### config.mk
export PLATFORM = sky130hd
export DESIGN_NAME = srg_rem
export DESIGN_NICKNAME = d
export VERILOG_FILES = /design/src/srg_rem.sv
export SDC_FILE = /design/constraint.sdc
export NUM_CORES = 1
export LEC_CHECK = 0
export ABC_AREA = 1
export BUFFER_PORTS_ARGS = -buffer_cell sky130_fd_sc_hd__buf_2
export CAP_MARGIN = 20
export CORE_UTILIZATION = 52
export CTS_CLUSTER_SIZE = 10
export DETAILED_ROUTE_END_ITERATION = 12
export MAX_ROUTING_LAYER = met4
export PLACE_DENSITY = 0.73
export SYNTH_ARGS = -nofsm -noshare
export SYNTH_HDL_FRONTEND = slang
export SYNTH_SLANG_ARGS = --single-unit
### constraint.sdc
create_clock -name clk_i -period 1.8 [get_ports clk_i]
set_input_delay 0.09 -clock clk_i [delete_from_list [all_inputs] [get_ports clk_i]]
set_output_delay 0.09 -clock clk_i [all_outputs]
set_load 0.05 [all_outputs]
### src/srg_rem.sv
// Bit-serial restoring remainder, one dividend bit per cycle.
module srg_rem #(
  parameter int Width = 14
) (
  input  logic             clk_i,
  input  logic             rst_ni,
  input  logic             start_i,
  input  logic [Width-1:0] dividend_i,
  input  logic [Width-1:0] divisor_i,
  output logic [Width-1:0] rem_o,
  output logic             busy_o
);

  localparam int CntW = $clog2(Width + 1);

  logic [CntW-1:0]  cnt_q, cnt_d;
  logic [Width-1:0] num_q, num_d;
  logic [Width-1:0] div_q, div_d;
  logic [Width-1:0] rem_q, rem_d;
  logic [Width:0]   shifted;
  logic [Width:0]   diff;

  always_comb begin
    shifted = {rem_q, num_q[Width-1]};
    diff    = shifted - {1'b0, div_q};
    cnt_d   = cnt_q;
    num_d   = num_q;
    div_d   = div_q;
    rem_d   = rem_q;
    if (start_i) begin
      cnt_d = CntW'(Width);
      num_d = dividend_i;
      div_d = divisor_i;
      rem_d = '0;
    end else if (cnt_q != '0) begin
      cnt_d = cnt_q - 1'b1;
      num_d = {num_q[Width-2:0], 1'b0};
      rem_d = (shifted >= {1'b0, div_q}) ? diff[Width-1:0] : shifted[Width-1:0];
    end
  end

  always_ff @(posedge clk_i or negedge rst_ni) begin
    if (!rst_ni) begin
      cnt_q <= '0;
    end else begin
      cnt_q <= cnt_d;
    end
  end

  always_ff @(posedge clk_i) begin
    num_q <= num_d;
    div_q <= div_d;
    rem_q <= rem_d;
  end

  assign rem_o  = rem_q;
  assign busy_o = (cnt_q != '0);

endmodule

# [After elaboration in Yosys (flattened, before gate mapping)]
# Index checks and enable logic that the tools add are counted.
[word_totals] latchBits=0 out_inout_bits=15 mem_bits_rw=0 wordCells=14 mem_count=0 in_bits=31 romBits=0 regBits=46
[classes] n_bitwise=0 n_mux=5 order_cmp=1 reduce_logical=2 mul=0 div_mod_pow=0 n_eq_ne=0 addsub=2 n_shift=0
[op_table] operator="two-way mux 14 bit" count=3
[op_table] operator=">= comparator 15 x 14 -> 1 bit" count=1
[op_table] operator="subtractor 14 bit" count=1
[op_table] operator="two-way mux 4 bit" count=2
[op_table] operator="nonzero test 4 bit" count=1
[op_table] operator="subtractor 4 x 1 -> 4 bit, second input constant" count=1
[op_table] operator="nonzero test 2 bit" count=1

# [Depth between registers and ports, before layout]
# Gate-level depths: netlist of the first run.
[logic_depth] ltp_word=3 depth_mapped=14 mapped_depth_nobuf=14

# [Worst setup path before layout of the first run]
# No wires, ideal clock.
[synth_path] kind="reg2reg" startpoint="register rem_q[7] (netlist: rem_o[7])" endpoint="register rem_q[4] (netlist: rem_o[4])" path_buffers=1 setup_ns=0.131 setup_slack_ns=-0.218 t_arrival_ns=1.887 t_required_ns=1.669 period_less_slack_ns=2.018 path_stages_with_launch=11 path_cell_list="dfxtp_1 -> ha_1 -> nand2_1 -> nand2_1 -> a21oi_4 -> nor2_4 -> nor2_4 -> buf_6 -> nand3_1 -> nand3_2 -> o21ai_2"
[synth_between] elab_chain_len=2
[synth_lines] element="start: declaration" line_no="19" text="logic [Width-1:0] rem_q, rem_d;"
[synth_lines] element="start signal: assignment" line_no="53" text="rem_q <= rem_d;"
[synth_lines] element=">= comparator 15 x 14 -> 1 bit" line_no="38" text="rem_d = (shifted >= {1'b0, div_q}) ? diff[Width-1:0] : shifted[Width-1:0];"
[synth_lines] element="two-way mux 14 bit" line_no="38"
# Every way passes these cells.
# A chain may end at the register's enable or synchronous reset.

# [Worst setup path in the final report of the first run]
[layout_path] startpoint="register num_q[13]" endpoint="register rem_q[8] (netlist: rem_o[8])"
[layout_between] elab_chain_len=2 word_cells_on_any_way=3 classes_between="add/sub: 1; order compare: 1; mux: 1"
[layout_lines] element="start: declaration" line_no="17" text="logic [Width-1:0] num_q, num_d;"
[layout_lines] element="start signal: assignment" line_no="51" text="num_q <= num_d;"
[layout_lines] element="subtractor 14 bit / >= comparator 15 x 14 -> 1 bit (equally long branches)" line_no="25, 38"
[layout_lines] element="two-way mux 14 bit *" line_no="38"
# Mark *: on every way between the ends. The rest lies on a longest branch, timed or not.

==> metrics.md, run 1 <==
| Metric | Value |
|---|---|
| Synth Area in Simple Gates | 35.8% |
| Root Buffer | clkbuf_8 |
| Clk_skew | 0.00644 ns |
| Critical Path Start Type | register |
| Nets@finish | 531 |
| IO buf count | 45 |
| R2R Path End | rem_o[8] |
| Critical Path Fanout Max | 4 |
| Inst Count DP | 528 |
| Post-Layout Cell Count | 556 |
| Post-route DRC | 0 |
| DIE AREA | just over 6000 um^2 |
| Clk slew on worst S/H paths | approximately 0.09 ns |
| Post-layout min period | ~1.8 ns |
| Drt via density | 5.22 |
| Antenna violations before repair | 0 |
| ANT nets after route | 0 |
| Yosys reg bits | 46 |
| Syn avg cell area | 7.84 um^2 |
| Crit path capture | rem_o[8] |
| Synth cell count leaders | 130 x nand2_1, 56 x inv_1, 28 x edfxtp_1, 27 x nand3_1, 16 x ha_1 |
| Hold crit path type | in -> reg |
| Pwr dens | about 1600 nW/um^2 |
| Max-slew headroom | 53.4% |
| Initial DRC Count | 169 |
| Crit Path Class | reg -> reg |
| Mapped cell area | 3040 um^2 |
| Critical Path RT | 2.00 ns |
| Chip Height | 78.5 um |
| Arr. time, crit path | 2.01 ns |
| Total wire length | about 8.1 mm |
| Synth Warn # | 0 |
| Post-synthesis cell count | 388 |
| DR WL/cell | 14.5 um |
| Half-perimeter wire length after placement | between 5 and 6 mm |
| CTS tree | done |
| Die Wd | 78.5 um |
| DRT Pass-1 Iters | 4 |
| Register area share after synthesis | 40.2% |
| Layout cells sized above 1 | 43.6% |
| Peak supply drop | 0.806 mV |
| Grt ovf | 0 |
| Period utilization | 100% |
| Vias in the first global route | 2736 |
| Gpl congestion | 0.971 |
| FF-to-FF path depth | 11 |
| Outcome | complete, but fails checks |
| Site Rows | 27 |
| Post-synth ARST share | 8.70% |
| Top cell type's share of synthesized area | 27.7% |
| Via count | 2905 |
| Final core utilization | roughly 75% |
| Critical path endpoint category | register |
| Max Clk Rate | 555 MHz |
| Total nets after synthesis | 436 |
| Failing checks | negative setup slack |
| Diode count | 0 |
| Area Overhead vs Synth | 38.3% |
| Reg2Reg Setup Slack | -0.003 ns |
| # setup viols final | 1 |
| Worst slew pin tran | 0.699 ns |
| Later-pin clock latency in the skew report | 0.30 ns |
| Synth Flop Type | edfxtp_1 |
| Power, Total | around 6600 uW |
| Total track usage | 26.9% |
| Clock H-tree levels | 2 |
| RSZ-0062 raised after global routing | true |
| I/O pin cnt | 46 |
| Post-synth EDFFs | 28 |
| Hold Vio Cnt, Final | 0 |
| Complex-gate fraction of the synthesized area | approximately 3.8% |
| Initial Util | 54.5% |
| Largest net degree at the start of global routing | 32 |
| Synth unique cells | 34 |
| Area leader, netlist | edfxtp_1 |
| Synth top area cells | edfxtp_1 28%, nand2_1 16%, dfxtp_1 9.2% |
| Worst r2r src | num_q[13] |
| Worst setup startpoint | num_q[13] |
| Post-Synth XOR/XNOR Area | 2.30% |
| Most numerous cell in the Yosys netlist | nand2_1 |
| MaxCap Viol Count | 0 |
| Placeable Area | 5570 um^2 |
| Max-slew violation count | 0 |
| Final-layout fill cell count | 423 |
| First-pass GRT wire length | 12.3 mm |
| Largest family of logic cells by synthesized area | simple AND/OR/NAND/NOR gates |
| Leak | 0.00207 uW |
| Clk sink count | 46 |
| Num CTS Buffers | 5 |
| Adder-cell share of the synthesized area | 7.24% |
| Post-synthesis mux area share | 0% |
| Setup ws final | -0.00285 ns |
| Bufs on Longest Clock Path | 2 |
final cells by class:
class | instances | area (um^2) | area share (%)
Inverter | 67 | 256 | 6.10
Multi-Input combinational cell | 267 | 1860 | 44.3
Timing Repair Buffer | 96 | 664 | 15.8
Clock buffer | 5 | 68.8 | 1.64
Tap cell | 72 | 90.1 | 2.14
Sequential cell | 46 | 1240 | 29.5
Clock inverter | 3 | 18.8 | 0.446
registers in the layout (all words and copies together), names as in the netlist:
signal	count
div_q	14
num_q	14
rem_o	14
cnt_q	4
kinds of logic after synthesis:
kind of cell / count (synthesis)
AND/OR/NAND/NOR: 222
buffers and inverters: 76
flip-flops: 46
AO/OA/AOI/OAI: 19
adder cells (fa/ha/maj): 17
XOR/XNOR: 8
critical path, stage by stage, from the launching register on:
cell and delay (ns):
edfxtp_1 0.39, inv_2 0.10, ha_4 0.13, inv_2 0.04, fa_2 0.34, nand3_2 0.09, nand3_4 0.10, a21oi_2 0.18
xor2_1 0.18, nand2_2 0.06, nand3_2 0.05, nand2_1 0.04
layer usage:
layer | vias up | routed length (um) | global-route usage (%)
met5 | - | 0 | -
met4 | 0 | 235 | 12.2
met3 | 27 | 370 | 4.53
met2 | 104 | 4130 | 45.7
met1 | 1362 | 3320 | 31.2
li1 | 1412 | - | -
power by group:
group          switching (uW)  internal (uW)  total, uW  leakage, uW
clock network             379            274        653    0.0000483
registers                 211           1370       1580     0.000454
logic                    2620           1790       4410      0.00156
through the flow:
step / setup TNS (ns) / instance area [um^2] / setup WS [ns] / hold WS [ns]
finish: -0.00285 / 4210 / -0.00285 / 0.0387
global route: -0.682 / 4210 / -0.0965 / 0.0322
CTS: 0 / 3940 / 0.00260 / 0.0316
detailed placement: -0.742 / 3560 / -0.0924 / -0.101
global placement: -0.303 / 3560 / -0.0477 / -0.100
floorplan: -0.00434 / 3080 / -0.00434 / -0.206
worst min path at each step:
stage | startpoint | end | slack, ns | cells after the start
global placement | rst_ni | cnt_q[1] | -0.10 | 1
finish | dividend_i[0] | num_q[0] | 0.04 | 3
global route | dividend_i[0] | num_q[0] | 0.03 | 3
CTS | dividend_i[0] | num_q[0] | 0.03 | 3
detailed placement | rst_ni | cnt_q[1] | -0.10 | 1
floorplan | rst_ni | cnt_q[0] | -0.21 | 0
cell usage in the layout, fill, tap and decap left out, drive strengths merged, types with 7 or more instances in the layout:
master,synthesis,layout
dlygate4sd3,0,15
nand2,145,145
nor2,23,23
nand3,41,42
nand3b,7,7
buf,5,81
edfxtp,28,28
ha,16,16
inv,66,67
dfxtp,14,14
o21ai,7,7
a21oi,10,10
timing repair:
action	4_1_cts	5_1_grt
pin swaps	6	25
buffers inserted	2	2
endpoints found under the setup margin	14	14
hold buffers	15	0
gates cloned	1	0
gates resized for setup	19	64
endpoints found under the hold margin	18	0
No activity file was read; power rests on OpenSTA's default activity.
==> run 2, diff against run 1 <==
--- a/config.mk
+++ b/config.mk
@@ -6,12 +6,11 @@
 export NUM_CORES = 1
 export LEC_CHECK = 0
 export ABC_AREA = 1
-export BUFFER_PORTS_ARGS = -buffer_cell sky130_fd_sc_hd__buf_2
+export BUFFER_PORTS_ARGS = -buffer_cell sky130_fd_sc_hd__buf_4
 export CAP_MARGIN = 20
 export CORE_UTILIZATION = 52
 export CTS_CLUSTER_SIZE = 10
 export DETAILED_ROUTE_END_ITERATION = 12
-export MAX_ROUTING_LAYER = met4
 export PLACE_DENSITY = 0.73
 export SYNTH_ARGS = -nofsm -noshare
 export SYNTH_HDL_FRONTEND = slang
==> metrics.md, run 2 (synthesis results as in run 1) <==
| Metric | Value |
|---|---|
| Outcome | complete, but fails checks |
| Failing checks | negative setup slack |
| IO buf count | 45 |
| Leak | 0.00214 uW |
| Slowest stage delay, CP | 0.38 ns |
| Internal power | 3650 uW |
| Clock power share | about 10% |
| Comb pwr share | 67.1% |
| Slowest CP cell | edfxtp_1 |
| Hold Path Stages | 3 |
| Nets@finish | 540 |
| Largest net degree at the start of global routing | 20 |
| Hold Vio Cnt, Final | 0 |
| Worst slew pin tran | 0.364 ns |
| Via count | 2797 |
| Top layer in use | met4 |
| Max-slew headroom | 75.7% |
| R2R Path End | rem_o[6] |
| CTS tree | done |
| Hold crit path type | in -> reg |
| Num CTS Buffers | 5 |
| Antenna violations before repair | 0 |
| FF-to-FF path depth | 11 |
| Root Buffer | clkbuf_8 |
| DRT Pass-1 Iters | 5 |
| Final-layout fill cell count | 388 |
| Post-Layout Cell Count | about 570 |
| Setup ws final | -0.0114 ns |
| Initial Util | between 50% and 60% |
| Bufs on Longest Clock Path | 2 |
| Vias in the first global route | 2742 |
| Arr. time, crit path | 2.02 ns |
| Clk sink count | 46 |
| Drt via density | 4.95 |
| Worst setup startpoint | num_q[13] |
| First-pass GRT wire length | 12.1 mm |
| Critical Path RT | 2.01 ns |
| Critical path endpoint category | register |
| Critical path buffers and inverters | 2 |
| Crit path depth | 11 |
| Sw Ratio | 46.5% |
| CP top delay family | adder cells |
| Worst r2r src | num_q[13] |
| RSZ-0062 raised after global routing | true |
| Inst Count DP | 538 |
| Clock H-tree levels | 2 |
| Final setup TNS | -0.0133 ns |
| DR WL/cell | approximately 14 um |
| Post-route DRC | 0 |
| Layout cells sized above 1 | 44.8% |
| Die Wd | between 70 and 80 um |
| Total track usage | 25.6% |
| Later-pin clock latency in the skew report | slightly above 0.3 ns |
| Grt ovf | 0 |
| Clk_skew | 0.00804 ns |
| DIE AREA | 6160 um^2 |
| Most frequent cells in the layout | 115 x nand2_1, 84 x buf_4, 43 x inv_1 |
| Max-slew violation count | 0 |
| Diode count | 0 |
| Met3 Wirelength | 339 um |
| Peak supply drop | 0.850 mV |
| Area Overhead vs Synth | 45.4% |
| Total wire length | 8.01 mm |
| MaxCap Viol Count | 0 |
| Commonest non-fill, non-tap cell in the layout | nand2_1 |
| Metal2 WL | 4.25 mm |
| Reg2Reg Setup Slack | -0.01 ns |
| Clk slew on worst S/H paths | 0.09 ns |
| Met1 Wirelength | between 3 and 4 mm |
| Initial DRC Count | 110 |
| Placed Area | roughly 3700 um^2 |
| Worst hold slack | 0.0490 ns |
| Gpl congestion | 0.871 |
| Site Rows | 27 |
| Critical Path Fanout Max | 4 |
| # setup viols final | 2 |
| Post-layout min period | 1.81 ns |
| Flop pwr share | between 20% and 30% |
| ANT nets after route | 0 |
| Pwr dens | 1540 nW/um^2 |
| Max Clk Rate | 552 MHz |
| Crit Path Class | reg -> reg |
| Crit path capture | rem_o[6] |
| Critical Path Start Type | register |
| Net Switching | 3170 uW |
| Chip Height | 78.5 um |
| Period utilization | 101% |
| Half-perimeter wire length after placement | 5.30 mm |
| Design Area, Final | 4420 um^2 |
| CP cell instances | inv_2 -> ha_4 -> inv_2 -> fa_2 -> nand3_2 -> nand3_4 -> a21oi_2 -> xor2_1 -> nand2_2 -> nand3_2 -> nand2_1 |
| I/O pin cnt | 46 |
| Placeable Area | between 5000 and 6000 um^2 |
==> run 2: cell types whose count changed in the layout (fill, tap and decap cells not counted), moves of 2 or more <==
cell	previous run	this run
buf_2	45	0
buf_4	32	84
buf_6	3	5
clkinv_2	2	0
nand2_1	113	115
nand2_4	11	9
nand3_1	21	16
nand3_2	18	23
nor2_1	10	12
==> run 2: area by class of cell <==
type | instances | area [um^2] | share of cell area, %
well taps | 72 | 90.1 | 2.04
inverters | 67 | 258 | 5.83
repair buffers | 105 | 857 | 19.4
clock buffers | 6 | 82.6 | 1.87
multi-input cells | 267 | 1880 | 42.5
flip-flops and latches | 46 | 1240 | 28.1
clock inverters | 2 | 12.5 | 0.283
==> run 2: per-stage QoR <==
stage	power [uW]	util [%]	worst slack [ns]
2_1_floorplan	4180	-	-0.00434
3_3_place_gp	5250	67.3	-0.0784
3_5_place_dp	5300	67.3	-0.138
4_1_cts	6230	73.9	-0.0157
5_1_grt	7240	79.3	-0.120
6_report	6820	79.3	-0.0114
==> run 2: worst min path at each step <==
stage / endpoint / slack (ns) / startpoint
final: num_q[8] / 0.05 / dividend_i[8]
after global routing: num_q[0] / 0.05 / dividend_i[0]
after CTS: num_q[0] / 0.04 / dividend_i[0]
after detailed placement: cnt_q[3] / -0.11 / rst_ni
after global placement: cnt_q[3] / -0.11 / rst_ni
after floorplan: cnt_q[0] / -0.21 / rst_ni
==> run 2: what timing repair did <==
| action | 4_1_cts | 5_1_grt |
|---|---|---|
| setup endpoints to repair | 14 | 28 |
| resized for setup | 18 | 66 |
| hold buffers | 15 | 0 |
| cloned | 1 | 0 |
| hold endpoints to repair | 18 | 0 |
| buffers inserted | 2 | 1 |
| pin swaps | 7 | 21 |
==> run 2: worst min-delay path, delay by kind of cell <==
family,cells,cell delay [ns]
and+or+nand+nor,2,0.09
buffers and inverters,1,0.07
==> run 2: per-layer routing <==
layer | track usage (%) | up-vias
met5 | 0 | -
met4 | 8.52 | 0
met3 | 4.42 | 15
met2 | 47.1 | 73
met1 | 29.8 | 1275
li1 | - | 1434
==> run 2: power by group through the flow <==
stage / clock network [uW] / registers, uW / logic [uW]
floorplan: 0 / 2000 / 2180
global placement: 0 / 1500 / 3750
detailed placement: 0 / 1500 / 3800
CTS: 690 / 1510 / 4030
global route: 728 / 1580 / 4930
finish: 683 / 1560 / 4570
